### src/rtl/core/cms_pkg.sv
`default_nettype none

package cms_pkg;

    // Message type codes.
    localparam logic [2:0] TYPE_STATE    = 3'd0;
    localparam logic [2:0] TYPE_REQUEST  = 3'd1;
    localparam logic [2:0] TYPE_ACK      = 3'd2;
    localparam logic [2:0] TYPE_VARLEN   = 3'd3;
    localparam logic [2:0] TYPE_REVERSE  = 3'd4;

    // Table slots per valid type.
    localparam int unsigned SLOTS_STATE   = 2;
    localparam int unsigned SLOTS_REQUEST = 3;
    localparam int unsigned SLOTS_ACK     = 3;
    localparam int unsigned SLOTS_VARLEN  = 8;
    localparam int unsigned SLOTS_REVERSE = 8;

    // CAN identifiers per type, in the order the frames use them.
    // Unused slots hold zero.
    localparam logic [10:0] ID_TABLE [5][8] = '{
        '{11'h271, 11'h272, 11'h000, 11'h000, 11'h000, 11'h000, 11'h000, 11'h000},
        '{11'h273, 11'h370, 11'h371, 11'h000, 11'h000, 11'h000, 11'h000, 11'h000},
        '{11'h372, 11'h373, 11'h470, 11'h000, 11'h000, 11'h000, 11'h000, 11'h000},
        '{11'h271, 11'h272, 11'h273, 11'h370, 11'h371, 11'h372, 11'h373, 11'h470},
        '{11'h1F0, 11'h1F1, 11'h1F2, 11'h1F3, 11'h2F0, 11'h2F1, 11'h2F2, 11'h2F3}
    };

    // One input word.
    typedef struct packed {
        logic [2:0] msg_type;
        logic [5:0] msg_length;
        logic [7:0] data_byte;
    } t_item;

    // One result word.
    typedef struct packed {
        logic [10:0] can_id;
        logic [63:0] frame_data;
        logic        last_frame;
        logic        rejected;
    } t_result;

    // Identifier lookup; an invalid type gives zero.
    function automatic logic [10:0] lookup_id(input logic [2:0] msg_type,
                                              input logic [2:0] slot);
        logic [10:0] id;
        id = 11'h000;
        if (msg_type <= TYPE_REVERSE) begin
            id = ID_TABLE[msg_type][slot];
        end
        return id;
    endfunction

endpackage

`default_nettype wire

### src/rtl/core/cms_input_stage.sv
`default_nettype none

module cms_input_stage (
    input  wire logic          i_clk,
    input  wire logic          i_rst_n,
    input  wire logic          i_valid,
    output logic               o_ready,
    input  wire cms_pkg::t_item i_item,
    input  wire logic          i_take,
    output logic               o_valid,
    output cms_pkg::t_item     o_item
);

    logic           r_valid;
    logic           n_valid;
    cms_pkg::t_item r_item;
    logic           w_load;

    // The register is free when empty or when its word moves on this cycle.
    assign o_ready = !r_valid || i_take;
    assign w_load  = i_valid && o_ready;

    always_comb begin
        n_valid = r_valid;
        if (w_load) begin
            n_valid = 1'b1;
        end else if (i_take) begin
            n_valid = 1'b0;
        end
    end

    // Valid flag.
    always_ff @(posedge i_clk) begin
        if (!i_rst_n) begin
            r_valid <= 1'b0;
        end else begin
            r_valid <= n_valid;
        end
    end

    // Payload, no reset.
    always_ff @(posedge i_clk) begin
        if (w_load) begin
            r_item <= i_item;
        end
    end

    assign o_valid = r_valid;
    assign o_item  = r_item;

endmodule

`default_nettype wire

### src/rtl/core/cms_frame_builder.sv
`default_nettype none

module cms_frame_builder #(
    parameter int unsigned PAYLOAD_PER_FRAME = 7,
    parameter int unsigned MAX_FRAMES        = 8
) (
    input  wire logic            i_clk,
    input  wire logic            i_rst_n,
    input  wire logic            i_valid,
    input  wire cms_pkg::t_item  i_item,
    input  wire logic            i_out_free,
    output logic                 o_take,
    output logic                 o_emit,
    output cms_pkg::t_result     o_result
);

    // Longest accepted message per table size, in bytes.
    localparam int unsigned FR_STATE   = (MAX_FRAMES < cms_pkg::SLOTS_STATE) ?
                                         MAX_FRAMES : cms_pkg::SLOTS_STATE;
    localparam int unsigned FR_REQUEST = (MAX_FRAMES < cms_pkg::SLOTS_REQUEST) ?
                                         MAX_FRAMES : cms_pkg::SLOTS_REQUEST;
    localparam int unsigned FR_ACK     = (MAX_FRAMES < cms_pkg::SLOTS_ACK) ?
                                         MAX_FRAMES : cms_pkg::SLOTS_ACK;
    localparam int unsigned FR_VARLEN  = (MAX_FRAMES < cms_pkg::SLOTS_VARLEN) ?
                                         MAX_FRAMES : cms_pkg::SLOTS_VARLEN;
    localparam int unsigned FR_REVERSE = (MAX_FRAMES < cms_pkg::SLOTS_REVERSE) ?
                                         MAX_FRAMES : cms_pkg::SLOTS_REVERSE;
    localparam logic [6:0] CAP_STATE   = 7'(FR_STATE * PAYLOAD_PER_FRAME);
    localparam logic [6:0] CAP_REQUEST = 7'(FR_REQUEST * PAYLOAD_PER_FRAME);
    localparam logic [6:0] CAP_ACK     = 7'(FR_ACK * PAYLOAD_PER_FRAME);
    localparam logic [6:0] CAP_VARLEN  = 7'(FR_VARLEN * PAYLOAD_PER_FRAME);
    localparam logic [6:0] CAP_REVERSE = 7'(FR_REVERSE * PAYLOAD_PER_FRAME);
    localparam logic [2:0] FRAME_FULL  = 3'(PAYLOAD_PER_FRAME);
    localparam int unsigned LANES      = 7;

    logic [55:0] r_frame_bytes,    n_frame_bytes;
    logic [2:0]  r_bytes_in_frame, n_bytes_in_frame;
    logic [5:0]  r_bytes_seen,     n_bytes_seen;
    logic [3:0]  r_frames_left,    n_frames_left;
    logic [2:0]  r_frame_slot,     n_frame_slot;
    logic [3:0]  r_msg_counter,    n_msg_counter;
    logic        r_drop,           n_drop;

    logic        w_start;
    logic [6:0]  w_cap;
    logic        w_bad;
    logic [3:0]  w_frame_count;
    logic        w_drop;
    logic [3:0]  w_frames_left;
    logic [2:0]  w_slot;
    logic [2:0]  w_bif;
    logic [55:0] w_fb;
    logic [55:0] w_fb_new;
    logic [2:0]  w_bif_inc;
    logic [6:0]  w_count;
    logic        w_last;
    logic        w_emit;

    // Length limit of the type's table.
    always_comb begin
        unique case (i_item.msg_type)
            cms_pkg::TYPE_STATE:   w_cap = CAP_STATE;
            cms_pkg::TYPE_REQUEST: w_cap = CAP_REQUEST;
            cms_pkg::TYPE_ACK:     w_cap = CAP_ACK;
            cms_pkg::TYPE_VARLEN:  w_cap = CAP_VARLEN;
            cms_pkg::TYPE_REVERSE: w_cap = CAP_REVERSE;
            default:               w_cap = 7'd0;
        endcase
    end

    // Frames after the first: one per full frame boundary the length passes.
    always_comb begin
        w_frame_count = 4'd0;
        for (int k = 1; k < 8; k++) begin
            if ({1'b0, i_item.msg_length} > 7'(k * PAYLOAD_PER_FRAME)) begin
                w_frame_count = w_frame_count + 4'd1;
            end
        end
    end

    assign w_start = (r_bytes_seen == 6'd0);
    assign w_bad   = (i_item.msg_type > cms_pkg::TYPE_REVERSE) ||
                     (i_item.msg_length == 6'd0) ||
                     ({1'b0, i_item.msg_length} > w_cap);

    // State as seen by this word; a message start clears the frame state.
    assign w_drop        = w_start ? w_bad : r_drop;
    assign w_frames_left = w_start ? (w_bad ? 4'd0 : w_frame_count) : r_frames_left;
    assign w_slot        = w_start ? 3'd0  : r_frame_slot;
    assign w_bif         = w_start ? 3'd0  : r_bytes_in_frame;
    assign w_fb          = w_start ? 56'd0 : r_frame_bytes;

    assign w_count = {1'b0, r_bytes_seen} + 7'd1;
    assign w_last  = (w_count >= {1'b0, i_item.msg_length});

    // Place the byte into its lane.
    always_comb begin
        w_fb_new = w_fb;
        for (int j = 0; j < LANES; j++) begin
            if (w_bif == 3'(j)) begin
                w_fb_new[8*j +: 8] = w_fb[8*j +: 8] | i_item.data_byte;
            end
        end
    end

    assign w_bif_inc = w_bif + 3'd1;
    assign w_emit    = w_drop ? w_last : ((w_bif_inc >= FRAME_FULL) || w_last);

    // A word without a result never waits for the output register.
    assign o_take = i_valid && (i_out_free || !w_emit);
    assign o_emit = w_emit;

    // Result word.
    always_comb begin
        if (w_drop) begin
            o_result.can_id     = 11'd0;
            o_result.frame_data = 64'd0;
            o_result.last_frame = 1'b1;
            o_result.rejected   = 1'b1;
        end else begin
            o_result.can_id     = cms_pkg::lookup_id(i_item.msg_type, w_slot);
            o_result.frame_data = {w_fb_new, r_msg_counter, w_frames_left};
            o_result.last_frame = w_last;
            o_result.rejected   = 1'b0;
        end
    end

    // Next state.
    always_comb begin
        n_frame_bytes    = w_fb;
        n_bytes_in_frame = w_bif;
        n_frames_left    = w_frames_left;
        n_frame_slot     = w_slot;
        n_drop           = w_drop;
        n_msg_counter    = r_msg_counter;
        n_bytes_seen     = w_count[5:0];
        if (!w_drop) begin
            if (w_emit) begin
                n_frame_bytes    = 56'd0;
                n_bytes_in_frame = 3'd0;
                n_frame_slot     = w_slot + 3'd1;
                n_frames_left    = w_frames_left - 4'd1;
            end else begin
                n_frame_bytes    = w_fb_new;
                n_bytes_in_frame = w_bif_inc;
            end
        end
        if (w_last) begin
            if (!w_drop) begin
                n_msg_counter = r_msg_counter + 4'd1;
            end
            n_bytes_seen     = 6'd0;
            n_bytes_in_frame = 3'd0;
            n_frame_bytes    = 56'd0;
            n_frame_slot     = 3'd0;
            n_frames_left    = 4'd0;
            n_drop           = 1'b0;
        end
    end

    // Message and frame state.
    always_ff @(posedge i_clk) begin
        if (!i_rst_n) begin
            r_frame_bytes    <= 56'd0;
            r_bytes_in_frame <= 3'd0;
            r_bytes_seen     <= 6'd0;
            r_frames_left    <= 4'd0;
            r_frame_slot     <= 3'd0;
            r_msg_counter    <= 4'd0;
            r_drop           <= 1'b0;
        end else if (o_take) begin
            r_frame_bytes    <= n_frame_bytes;
            r_bytes_in_frame <= n_bytes_in_frame;
            r_bytes_seen     <= n_bytes_seen;
            r_frames_left    <= n_frames_left;
            r_frame_slot     <= n_frame_slot;
            r_msg_counter    <= n_msg_counter;
            r_drop           <= n_drop;
        end
    end

endmodule

`default_nettype wire

### src/rtl/core/cms_output_stage.sv
`default_nettype none

module cms_output_stage (
    input  wire logic             i_clk,
    input  wire logic             i_rst_n,
    input  wire logic             i_load,
    input  wire cms_pkg::t_result i_result,
    output logic                  o_free,
    output logic                  o_valid,
    input  wire logic             i_ready,
    output cms_pkg::t_result      o_result
);

    logic             r_valid;
    logic             n_valid;
    cms_pkg::t_result r_result;

    // Free when empty or drained this cycle.
    assign o_free = !r_valid || i_ready;

    always_comb begin
        n_valid = r_valid;
        if (i_load) begin
            n_valid = 1'b1;
        end else if (i_ready) begin
            n_valid = 1'b0;
        end
    end

    // Valid flag.
    always_ff @(posedge i_clk) begin
        if (!i_rst_n) begin
            r_valid <= 1'b0;
        end else begin
            r_valid <= n_valid;
        end
    end

    // Result payload, no reset.
    always_ff @(posedge i_clk) begin
        if (i_load) begin
            r_result <= i_result;
        end
    end

    assign o_valid  = r_valid;
    assign o_result = r_result;

endmodule

`default_nettype wire

### src/rtl/core/can_message_segmenter_unit.sv
// CAN message segmenter.
// Input channel (i_in_valid / o_in_ready): one payload byte per word, with the
// message type and total length repeated on every byte of the message.
// Output channel (o_out_valid / i_out_ready): one CAN frame per word, with its
// 11-bit identifier, 64-bit frame data (header in bits 7:0), a last-frame flag
// and a rejected flag. A dropped message gives one rejected word on its last
// byte, with zero identifier and data.
// Path: an accepted byte sits in the input register until the frame builder
// takes it; that take folds it into the frame state and loads the frame it
// completes into the output register, which drives the output channel.
// Throughput: one byte per cycle while the receiver keeps up; the input
// register, the frame state and the output register each advance once a cycle then.
// Bytes that complete no frame pass even while the receiver stalls. A stalled
// frame holds the output register; a following frame-completing byte then
// waits in the input register, and the channel stops after that.
// Reset (synchronous, active low) empties both registers and clears the frame
// state and message counter; o_in_ready is high from the first cycle after.
`default_nettype none

module can_message_segmenter_unit #(
    parameter int unsigned PAYLOAD_PER_FRAME = 7,
    parameter int unsigned MAX_FRAMES        = 8
) (
    input  wire logic        i_clk,
    input  wire logic        i_rst_n,
    input  wire logic        i_in_valid,
    output logic             o_in_ready,
    input  wire logic [2:0]  i_msg_type,
    input  wire logic [5:0]  i_msg_length,
    input  wire logic [7:0]  i_data_byte,
    output logic             o_out_valid,
    input  wire logic        i_out_ready,
    output logic [10:0]      o_can_id,
    output logic [63:0]      o_frame_data,
    output logic             o_last_frame,
    output logic             o_rejected
);

    cms_pkg::t_item   w_in_item;
    cms_pkg::t_item   w_held_item;
    cms_pkg::t_result w_result;
    cms_pkg::t_result w_out_result;
    logic             w_held_valid;
    logic             w_take;
    logic             w_emit;
    logic             w_out_free;

    assign w_in_item.msg_type   = i_msg_type;
    assign w_in_item.msg_length = i_msg_length;
    assign w_in_item.data_byte  = i_data_byte;

    // Input register.
    cms_input_stage u_input (
        .i_clk   (i_clk),
        .i_rst_n (i_rst_n),
        .i_valid (i_in_valid),
        .o_ready (o_in_ready),
        .i_item  (w_in_item),
        .i_take  (w_take),
        .o_valid (w_held_valid),
        .o_item  (w_held_item)
    );

    // Frame state and packing.
    cms_frame_builder #(
        .PAYLOAD_PER_FRAME (PAYLOAD_PER_FRAME),
        .MAX_FRAMES        (MAX_FRAMES)
    ) u_builder (
        .i_clk      (i_clk),
        .i_rst_n    (i_rst_n),
        .i_valid    (w_held_valid),
        .i_item     (w_held_item),
        .i_out_free (w_out_free),
        .o_take     (w_take),
        .o_emit     (w_emit),
        .o_result   (w_result)
    );

    // Output register.
    cms_output_stage u_output (
        .i_clk    (i_clk),
        .i_rst_n  (i_rst_n),
        .i_load   (w_take && w_emit),
        .i_result (w_result),
        .o_free   (w_out_free),
        .o_valid  (o_out_valid),
        .i_ready  (i_out_ready),
        .o_result (w_out_result)
    );

    assign o_can_id     = w_out_result.can_id;
    assign o_frame_data = w_out_result.frame_data;
    assign o_last_frame = w_out_result.last_frame;
    assign o_rejected   = w_out_result.rejected;

endmodule

`default_nettype wire

### config.mk
export PLATFORM = sky130hd
export DESIGN_NAME = can_message_segmenter_unit
export DESIGN_NICKNAME = d
export VERILOG_FILES = /design/src/rtl/core/cms_pkg.sv /design/src/rtl/core/cms_input_stage.sv /design/src/rtl/core/cms_frame_builder.sv /design/src/rtl/core/cms_output_stage.sv /design/src/rtl/core/can_message_segmenter_unit.sv
export SDC_FILE = /design/constraint.sdc
export NUM_CORES = 1
export LEC_CHECK = 0
export ABC_AREA = 0
export BUFFER_PORTS_ARGS = -buffer_cell sky130_fd_sc_hd__buf_4
export CAP_MARGIN = 0
export CORE_MARGIN = 2
export CORE_UTILIZATION = 30
export DETAILED_ROUTE_END_ITERATION = 10
export HOLD_SLACK_MARGIN = 0.05
export PLACE_DENSITY_LB_ADDON = 0.3
export SETUP_SLACK_MARGIN = 0.02
export SYNTH_ARGS = -nofsm -noshare
export SYNTH_HDL_FRONTEND = slang
export SYNTH_SLANG_ARGS = --single-unit
export TNS_END_PERCENT = 50
### constraint.sdc
create_clock -name i_clk -period 20.9 [get_ports i_clk]
set_input_delay 4.18 -clock i_clk [delete_from_list [all_inputs] [get_ports i_clk]]
set_output_delay 4.18 -clock i_clk [all_outputs]
set_load 0.02 [all_outputs]
* Word level (Yosys, flattened, before mapping)
Memory sizes are Yosys's and may differ from the RTL's.
Index checks and enable logic that the tools add are counted.
** Operators by class
- Bitwise logic cells :: 11
- $add $sub $neg :: 11
- Magnitude comparators :: 14
- Multiplexer cells :: 46
- Reductions and logical operators :: 22
- Eq/ne operators :: 10
** Operators by type and width (number)
- two-way mux 56 bit :: 4
- two-way mux 88 bit :: 2
- two-way mux 8 bit :: 7
- OR 8 bit :: 7
- two-way mux 4 bit :: 11
- binary-select mux 11 bit (select 3 bit) :: 1
- adder 4 x 1 -> 4 bit (second input constant) :: 6
- two-way mux 3 bit :: 8
- two-way mux 11 bit :: 2
- > comparator 6 bit (second input constant) :: 3
- case mux 6 bit (3 select lines) :: 1
- == test 3 x 2 -> 1 bit (second input constant) :: 4
- == test 3 bit (second input constant) :: 4
- > comparator 6 x 5 -> 1 bit (second input constant) :: 2
- logical NOT 6 bit :: 2
- two-way mux 1 bit :: 9
- >= comparator 4 bit (second input constant) :: 2
- inverter 3 -> 4 bit :: 2
- adder 6 x 1 -> 7 bit (second input constant) :: 1
- >= comparator 7 x 6 -> 1 bit :: 1
- adder 3 x 1 -> 3 bit (second input constant) :: 2
- == test 3 x 1 -> 1 bit (second input constant) :: 2
- > comparator 6 x 3 -> 1 bit (second input constant) :: 1
- > comparator 6 x 4 -> 1 bit (second input constant) :: 1
- 15 further kinds :: 29
** Word-level totals
- Flip-flop bits (word level) :: 173
- Memory bits (read-only) :: 704
- Memories :: 1
** Memories
- (name not given) :: words 8, bits a word 88, read ports 1, clocked after memory_dff 0, wr ports 0, RTL line cms_pkg.sv:50 : id = ID_TABLE[msg_type][slot];

* Longest topological paths before layout
- Depth in word-level cells :: 20
- Gate-level depth with buffers :: 24

* Hierarchy
From an unflattened synthesis, not the netlist that was laid out.
** Unflattened totals
- Cells, all modules :: 801
- Area total of the unflattened synthesis :: 8313.0 um2
** Modules (own cells, without submodules)
- cms_frame_builder :: area an instance 5377.7 um2, cells each 697, instances 1
- cms_output_stage :: area an instance 2361.0 um2, cells each 81, instances 1
- cms_input_stage :: area an instance 568.0 um2, cells each 22, instances 1
- can_message_segmenter_unit :: area an instance 6.3 um2, cells each 1, instances 1

* Worst setup path after synthesis
No wires, ideal clock.
- Path kind :: in2out
- Start point :: in i_out_ready
- End point :: out o_in_ready
- Stages :: 2
- Arrival :: 4750 ps
- Path slack :: 11970 ps
- Data required time :: 16720 ps
- Buffers on the path :: 0
- Cells stage by stage :: nand2b_1 > or2_2
** On the way
- Cells in the longest elaborated chain, start to end :: 4
** RTL lines
- start: declaration :: RTL line can_message_segmenter_unit.sv:32 : input wire logic i_out_ready,
- logical OR 1 bit :: RTL line cms_output_stage.sv:19 : assign o_free = !r_valid || i_ready;
- logical OR 1 bit :: RTL line cms_frame_builder.sv:110 : assign o_take = i_valid && (i_out_free || !w_emit);
- logical AND 1 bit :: RTL line cms_frame_builder.sv:110
- logical OR 1 bit :: RTL line cms_input_stage.sv:20 : assign o_ready = !r_valid || i_take;
- end: declaration :: RTL line can_message_segmenter_unit.sv:27 : output logic o_in_ready,
No other way between the ends.

* Worst setup path in the final report
Same ends and word-level chain as after synthesis.

==> impl_metrics.json <==
{
  "status": "finished, final reports clean",
  "setup_tns_ps": 0,
  "synthTopCellsByArea": "edfxtp_1 34%, dfxtp_1 20%, a22o_1 6.4%",
  "power.density_mw_per_mm2": 79.7,
  "regArea_sq_mm": 0.00428,
  "holdCritPathClass": "register to register",
  "comb_power_share_pct": 9.3,
  "synth_edf_count": 90,
  "cts-buffers-inserted": 17,
  "grt_pass1_vias": 5463,
  "htree_levels": 4,
  "nFillCells": 2555,
  "clock_skew_ps": 13.5,
  "ctsResizeCount": 0,
  "cts.sinks": 169,
  "antenna_found_initial": 0,
  "max_freq_mhz": 109,
  "critPathLaunchType": "primary input",
  "path_clk_slew_ps": 70,
  "p_leak_nw": 3.67,
  "area_growth_pct": 19.7,
  "drt_iter0_drc": 441,
  "routabilityCongestion": 0.827,
  "synth_largest_area_cell": "edfxtp_1",
  "drive_above_1_share_pct": 18.1,
  "required_ps": 16720,
  "rows": 59,
  "hold_buffers": 0,
  "ys.flop_type": "edfxtp_1",
  "clockBufferDepth": 2,
  "fin_crit_sh_pct": 44.1,
  "post-cts-setup-buffer-count": 0,
  "hold_viol": 0,
  "syn_area_sq_mm": 0.00785,
  "syn_avg_cell_area_sq_um": 10.9,
  "ir_worst_vdd_v": 0.0000426,
  "p_int_w": 0.000547,
  "grt_pass1_wl_um": 30000,
  "swShare_pct": 26.9,
  "ys_seq_area_share_pct": 54.6,
  "clk_latency_ps": 430,
  "diodes": 0,
  "fin_nets": 842,
  "coreArea_sq_mm": 0.0259,
  "arrival_ps": 5030,
  "drc": 0,
  "critPathKind": "primary input to primary output",
  "ys_warn_count": 0,
  "die_x_um": 166,
  "dieHeight_um": 166,
  "viasPerCell": 5.10,
  "async_flop_share_pct": 0,
  "postRouteAntennaNets": 0,
  "slew_viol_final": 0,
  "grt_setup_unrepaired": "no",
  "dpl.hpwl_um": 12000,
  "r2r_slack_ps": 15670,
  "io_pins": 100,
  "p_sw_w": 0.000202,
  "tightest_slew_ps": 1000,
  "vias": 5783,
  "netlist_instances": 719,
  "multiInputGateArea_sq_mm": 0.00324,
  "finalHoldWorstSlack_ps": 485,
  "finalWirelength_um": 18700,
  "maxCapViolations": 0,
  "cts_tree": "built",
  "netlist.area_leader.share_pct": 34.4,
  "start_util_pct": 30.3,
  "synth_cell_types": 63,
  "worstPathMaxFanout": 6,
  "io_buffers": 97,
  "track_usage_pct": 13.5,
  "setup.worst_path.end_class": "primary output",
  "post_drt_wl_per_cell_um": 16.5,
  "overflow": 0,
  "ys_ff_latch": 169,
  "clkPwrFrac_pct": 42.7,
  "setup_viol": 0,
  "slew_headroom_pct": 32.2,
  "pwr-share-seq_pct": 48.0,
  "period_needed_ps": 9210,
  "clockRootBuffer": "clkbuf_16",
  "dieArea_sq_mm": 0.0275,
  "grt_max_degree": 81,
  "drt_pre_antenna_iters": 5
}
==> cell usage after synthesis, types with 3 or more instances <==
| library cell | instances |
|---|---|
| a22o_1 | 57 |
| dfxtp_1 | 79 |
| edfxtp_1 | 90 |
| a21oi_1 | 18 |
| nor4_1 | 3 |
| a21boi_0 | 5 |
| nor2_1 | 79 |
| nor2b_1 | 11 |
| nor3_1 | 9 |
| nand2b_1 | 7 |
| nand2_1 | 39 |
| a31oi_1 | 4 |
| o21a_1 | 7 |
| nand3_1 | 12 |
| ha_1 | 35 |
| and3_1 | 7 |
| a32oi_1 | 4 |
| buf_2 | 8 |
| buf_1 | 15 |
| o311ai_0 | 3 |
| buf_6 | 3 |
| and2_1 | 13 |
| buf_4 | 4 |
| inv_1 | 21 |
| nand4_1 | 5 |
| a32o_1 | 3 |
| clkbuf_1 | 25 |
| a22oi_1 | 61 |
| o22ai_1 | 4 |
| a21o_1 | 7 |
| o31ai_1 | 3 |
| xor2_1 | 8 |
| xnor2_1 | 13 |
| o21ai_0 | 19 |
==> flip-flops by register name (all words and copies together) (netlist names) <==
register / cells
u_builder.r_frames_left: 4
u_output.o_result: 73
u_input.o_item: 17
u_builder.r_drop: 1
u_output.o_valid: 1
u_builder.r_msg_counter: 4
u_builder.r_bytes_in_frame: 3
u_builder.r_frame_bytes: 56
u_input.o_valid: 1
u_builder.r_bytes_seen: 6
u_builder.r_frame_slot: 3
==> metrics by stage <==
stage	cells	util, %	cell area [sq um]	setup slack, ps	total power (W)
CTS	1134	36.3	9400	11680	0.000756
global route	1134	36.3	9400	11650	0.000779
global placement	1102	33.9	8790	11700	0.000437
finish	1134	36.3	9400	11690	0.000749
floorplan	720	-	7860	11970	0.000417
detailed placement	1102	33.9	8790	11690	0.000437
==> cell families after synthesis <==
| group | Yosys count | synth area share, % |
|---|---|---|
| AO/OA/AOI/OAI | 217 | 21.0 |
| AND/OR/NAND/NOR | 197 | 12.0 |
| flip-flops | 169 | 54.6 |
| buffers and inverters | 77 | 4.29 |
| adder cells (fa/ha/maj) | 35 | 5.58 |
| XOR/XNOR | 21 | 2.34 |
| multiplexers | 2 | 0.255 |
| other | 1 | 0.0478 |
==> worst max-delay path: stages <==
cell and delay (ps):
buf_4 100, nand2b_1 230, or2_2 350, buf_4 160
==> cells in the final DEF (no fill, tap or decap), types with 3 or more instances in the layout <==
master     synthesis  layout
o311ai_0           3       3
nor4_1             3       3
a21boi_0           5       5
clkbuf_16          0      17
inv_1             21      21
a32o_1             3       3
nand2b_1           7       7
a32oi_1            4       4
nand3_1           12      12
ha_1              35      35
nand4_1            5       5
buf_4              4     102
nor2b_1           11      11
o31ai_1            3       3
xnor2_1           13      13
a22o_1            57      57
o21ai_0           19      19
inv_6              0       4
o21a_1             7       7
nor2_1            79      78
a21o_1             7       7
a22oi_1           61      61
edfxtp_1          90      90
a31oi_1            4       4
dfxtp_1           79      79
nor3_1             9       9
xor2_1             8       8
and3_1             7       6
clkinv_8           0       3
and2_1            13      13
inv_8              0       4
o22ai_1            4       4
nand2_1           39      39
a21oi_1           18      18
==> power groups by stage <==
stage | combinational (W) | sequential [W] | clock, W
detailed placement | 0.0000699 | 0.000367 | 0
global placement | 0.0000699 | 0.000367 | 0
floorplan | 0.0000539 | 0.000363 | 0
finish | 0.0000699 | 0.000360 | 0.000320
CTS | 0.0000702 | 0.000360 | 0.000326
global route | 0.0000787 | 0.000360 | 0.000340
==> area by class of cell <==
type                    count  share of cell area, %
repair buffers            102                   8.15
clock buffers              17                   4.53
well taps                 335                   4.46
inverters                  22                  0.879
multi-input cells         474                   34.5
clock inverters            15                   1.89
flip-flops and latches    169                   45.6
==> path summary, 6_finish.rpt <==
| path | startpoint | to | depth (start not counted) |
|---|---|---|---|
| setup / recovery | i_out_ready | o_in_ready | 4 |
| hold reg to reg | u_builder.r_frame_bytes[29] | u_builder.r_frame_bytes[29] | 1 |
| setup reg to reg | u_input.o_item[10] | u_builder.r_frames_left[3] | 20 |
| hold / removal | u_builder.r_frame_bytes[29] | u_builder.r_frame_bytes[29] | 1 |
==> metal layers <==
| metal | vias to the layer above | global-route usage (%) | routed length [um] |
|---|---|---|---|
| met3 | 26 | 3.03 | 1010 |
| li1 | 2825 | - | - |
| met2 | 177 | 21.4 | 8750 |
| met1 | 2755 | 18.4 | 8620 |
| met4 | 0 | 4.20 | 293 |
| met5 | - | 0 | 0 |
(Power assumes the default switching activity.)
